==> src/sv/ffa_pkg.sv <==
`default_nettype none
package ffa_pkg;

   // Widths fixed by the register and the item fields
   localparam int SIZE_W   = 11;   // block sizes and header positions
   localparam int REQ_W    = 11;   // request_bytes
   localparam int OFF_W    = 10;   // release_offset and data_offset
   localparam int REQ_TDATA_W = 24;
   localparam int RSP_TDATA_W = 16;

   localparam logic [SIZE_W-1:0] HEAP_RESET = 11'd1024;

   localparam logic KIND_ALLOC   = 1'b0;
   localparam logic KIND_RELEASE = 1'b1;

   typedef struct packed {
      logic              has_next;
      logic [SIZE_W-1:0] next;
      logic [SIZE_W-1:0] size;
   } hdr_type;

   typedef struct packed {
      logic              fits;    // block holds the rounded request
      logic              split;   // enough left over for a new header and one alignment unit
      logic [SIZE_W-1:0] left;    // size kept by the block after a split
      logic [SIZE_W-1:0] tail;    // header position of the split-off tail
   } fit_type;

   typedef enum logic [2:0] {
      S_IDLE,
      S_REL_RD,
      S_REL_WR,
      S_WALK,
      S_CHECK,
      S_SPLIT,
      S_DONE
   } state_type;

endpackage
`default_nettype wire

==> src/sv/ffa_fit.sv <==
`default_nettype none
module ffa_fit #(
   parameter int HEADER_BYTES = 16,
   parameter int ALIGN_BYTES  = 8
) (
   input  wire logic [ffa_pkg::SIZE_W-1:0] size,
   input  wire logic [ffa_pkg::SIZE_W:0]   req,
   input  wire logic [ffa_pkg::SIZE_W-1:0] cur,
   output      ffa_pkg::fit_type           fit
);
   import ffa_pkg::*;

   localparam logic [SIZE_W+1:0] SPLIT_MIN = (SIZE_W+2)'(HEADER_BYTES + ALIGN_BYTES);
   localparam logic [SIZE_W-1:0] HDR       = SIZE_W'(HEADER_BYTES);

   logic [SIZE_W+1:0] need;
   logic [SIZE_W-1:0] left;

   // one compare pair and one subtract chain, reused for every header of the walk
   assign need = {1'b0, req} + SPLIT_MIN;
   assign left = size - req[SIZE_W-1:0] - HDR;

   always_comb begin
      fit.fits  = {1'b0, size} >= req;
      fit.split = {2'b00, size} >= need;
      fit.left  = left;
      fit.tail  = cur + HDR + left;
   end

endmodule
`default_nettype wire

==> config.mk <==
export PLATFORM = sky130hd
export DESIGN_NAME = ffa_fit
export DESIGN_NICKNAME = d
export VERILOG_FILES = /design/src/sv/ffa_pkg.sv /design/src/sv/ffa_fit.sv
export SDC_FILE = /design/constraint.sdc
export NUM_CORES = 1
export LEC_CHECK = 0
export BUFFER_PORTS_ARGS = -buffer_cell sky130_fd_sc_hd__buf_2
export CAP_MARGIN = 20
export CORE_MARGIN = 2
export CORE_UTILIZATION = 45
export DETAILED_ROUTE_END_ITERATION = 8
export PLACE_DENSITY = 0.73
export RECOVER_POWER = 50
export SETUP_SLACK_MARGIN = 0.1
export SLEW_MARGIN = 25
export SYNTH_ARGS = -nofsm -noshare
export SYNTH_HDL_FRONTEND = slang
export SYNTH_SLANG_ARGS = --single-unit
==> constraint.sdc <==
create_clock -name vclk -period 4
set_clock_uncertainty 0.1 [all_clocks]
set_input_delay 0.2 -clock vclk [all_inputs]
set_output_delay 0.2 -clock vclk [all_outputs]
set_load 0.03 [all_outputs]
==> flow_summary.json <==
{
  "numPortBuffers": 58,
  "hold_viol_final": 0,
  "crit_buf_inv": 2,
  "drc": 0,
  "first_pass_iters": 4,
  "die_x_um": 66.0,
  "rsz0062_at_grt": "yes",
  "wl_um": 3770,
  "synthDistinctLibCells": 30,
  "syn_area_um2": 1730,
  "hold_depth": 3,
  "core_um2": 3690,
  "setup_viol": 0,
  "final.min_clock_period_ns": 3.82,
  "vias": 1707,
  "grt.overflow.total": 0,
  "max-cap-violations": 0,
  "num_antenna_cells": 0,
  "holdPathEnd": "fit[23]",
  "seq_area_um2": 0,
  "final_max_slew_viol_count": 0,
  "finalPower_uw": 1010,
  "syn_inst": 227,
  "synth_top_family_by_area": "adder cells",
  "syn_avg_cell_area_um2": 7.63,
  "crit_family": "adder cells",
  "critical_path_class": "in2out",
  "cp_slowest_stage_delay_ns": 0.48,
  "hold_ws_ns": 0.647,
  "grt_pass1_vias": 1507,
  "holdCritStartpoint": "req[11]",
  "synth_fp_nets": 320,
  "finalCritPeriodShare_pct": 95.5,
  "crit_required_ns": 3.70,
  "timing.fmax_mhz": 262,
  "synthToLayoutAreaGrowth_pct": 32.2,
  "leakage_uw": 0.00119,
  "cp_slowest_cell": "fa_1",
  "dp_hpwl_um": 3280,
  "antenna_left": 0,
  "antenna_found_initial": 0,
  "place_congestion": 0.850,
  "die_y_um": 66.0,
  "yosys.area_share.simple_pct": 13.9,
  "fin_tns_setup_ns": 0,
  "yosys.area_share.xor_xnor_pct": 11.1,
  "worstSetupStartpoint": "size[1]",
  "yosysWarnings": 0,
  "cp_max_fo": 4,
  "power_density_nw_per_um2": 441,
  "ir_drop_mv": 0.199,
  "wl_per_cell_um": 11.1,
  "rows": 22,
  "track_usage_pct": 16.7,
  "status": "completed",
  "end_kind": "primary output",
  "clkbuf_count": 0,
  "synth_seq_area_share_pct": 0,
  "grt_pass1_wl_um": 6050,
  "slew_headroom_pct": 74.6,
  "grt_max_degree": 7,
  "io_pins": 58,
  "nFillCells": 341,
  "final_nets": 385,
  "die_area_um2": 4360,
  "drive_gt1_share_pct": 27.6,
  "synthMuxAreaShare_pct": 1.16,
  "critPathLaunchType": "input pin",
  "seq_cells": 0,
  "vias_per_cell": 5.05,
  "worstPathCellList": "buf_2, ha_4, fa_1, a211o_1, and3_4, o21a_1, nor2_2, o21bai_1, xor2_2, ha_1, ha_4, nand2_1, o21ai_1, a21oi_1, o21ai_0, a21oi_1, xor2_2, buf_6",
  "hold_class": "in2out",
  "drt_iter0_drc": 45,
  "worstPathArrival_ns": 3.52,
  "worst_pin_slew_ns": 0.382,
  "start_util_pct": 46.9,
  "synth_compound_area_share_pct": 20.2,
  "synth_adder_area_share_pct": 44.8
}
[layout make-up]
class / instances / area, um2 / area share (%)
Inverter: 41 / 154 / 6.73
Multi-Input combinational cell: 186 / 1760 / 76.7
Tap cell: 48 / 60.1 / 2.62
Timing Repair Buffer: 63 / 319 / 13.9
[Yosys cell counts, types with 4 or more instances]
master | n | area share (%)
a211oi_1 | 5 | 2.2
a21o_1 | 5 | 2.2
a21oi_1 | 14 | 4.0
fa_1 | 5 | 5.8
ha_1 | 54 | 39
inv_1 | 41 | 8.9
nand2_1 | 11 | 2.4
nor2_1 | 19 | 4.1
nor3_1 | 9 | 2.6
o21a_1 | 4 | 1.7
o21ai_0 | 12 | 3.5
xnor2_1 | 12 | 6.1
xor2_1 | 8 | 4.0
[worst max path at each step]
stage	end	slack, ns	cells past startpoint
3_5_place_dp	fit[10]	0.02	19
5_1_grt	fit[10]	0.04	19
3_3_place_gp	fit[10]	0.05	19
6_report	fit[10]	0.18	18
2_1_floorplan	fit[7]	0.09	14
4_1_cts	fit[10]	0.11	20
[per-layer routing]
layer	global-route usage, %	wire length [um]	share of wire, %
met4	1.28	14	0.37
met1	21.8	1790	47
met5	0	0	0
met3	0.511	120	3.2
met2	31.4	1850	49
[logic make-up (layout without fill, tap and decap cells)]
group,count (synthesis),in the layout
multiplexers,2,2
AO/OA/AOI/OAI,52,52
AND/OR/NAND/NOR,52,52
XOR/XNOR,21,21
adder cells (fa/ha/maj),59,59
buffers and inverters,41,104
[where the power goes]
group | switching [uW] | internal, uW | leakage [uW] | total (uW)
clock | 0 | 0 | 0 | 0
combinational | 620 | 390 | 0.00119 | 1010
sequential | 0 | 0 | 0 | 0
[per-stage QoR]
stage	area [um2]	cells	setup slack, ns	utilization [%]
2_1_floorplan	1830	227	0.0897	-
3_3_place_gp	2210	336	0.0465	59.8
3_5_place_dp	2210	336	0.0165	59.8
4_1_cts	2230	336	0.107	60.5
5_1_grt	2290	338	0.0355	62.0
6_report	2290	338	0.181	62.0
[placed cells by master, fill, tap and decap left out, drive strengths merged, types with 4 or more instances in the layout]
cell / n
ha: 54
buf: 51
inv: 41
nor2: 19
a21oi: 14
clkbuf: 12
xnor2: 12
o21ai: 12
nand2: 11
nor3: 9
xor2: 9
a21o: 5
a211oi: 5
fa: 5
o21a: 4
[repair_timing]
action,4_1_cts,5_1_grt
gates resized for setup,5,15
endpoints found under the setup margin,1,3
hold buffers,0,0
buffers inserted,0,2
pin swaps,0,10
(Power assumes the default switching activity.)
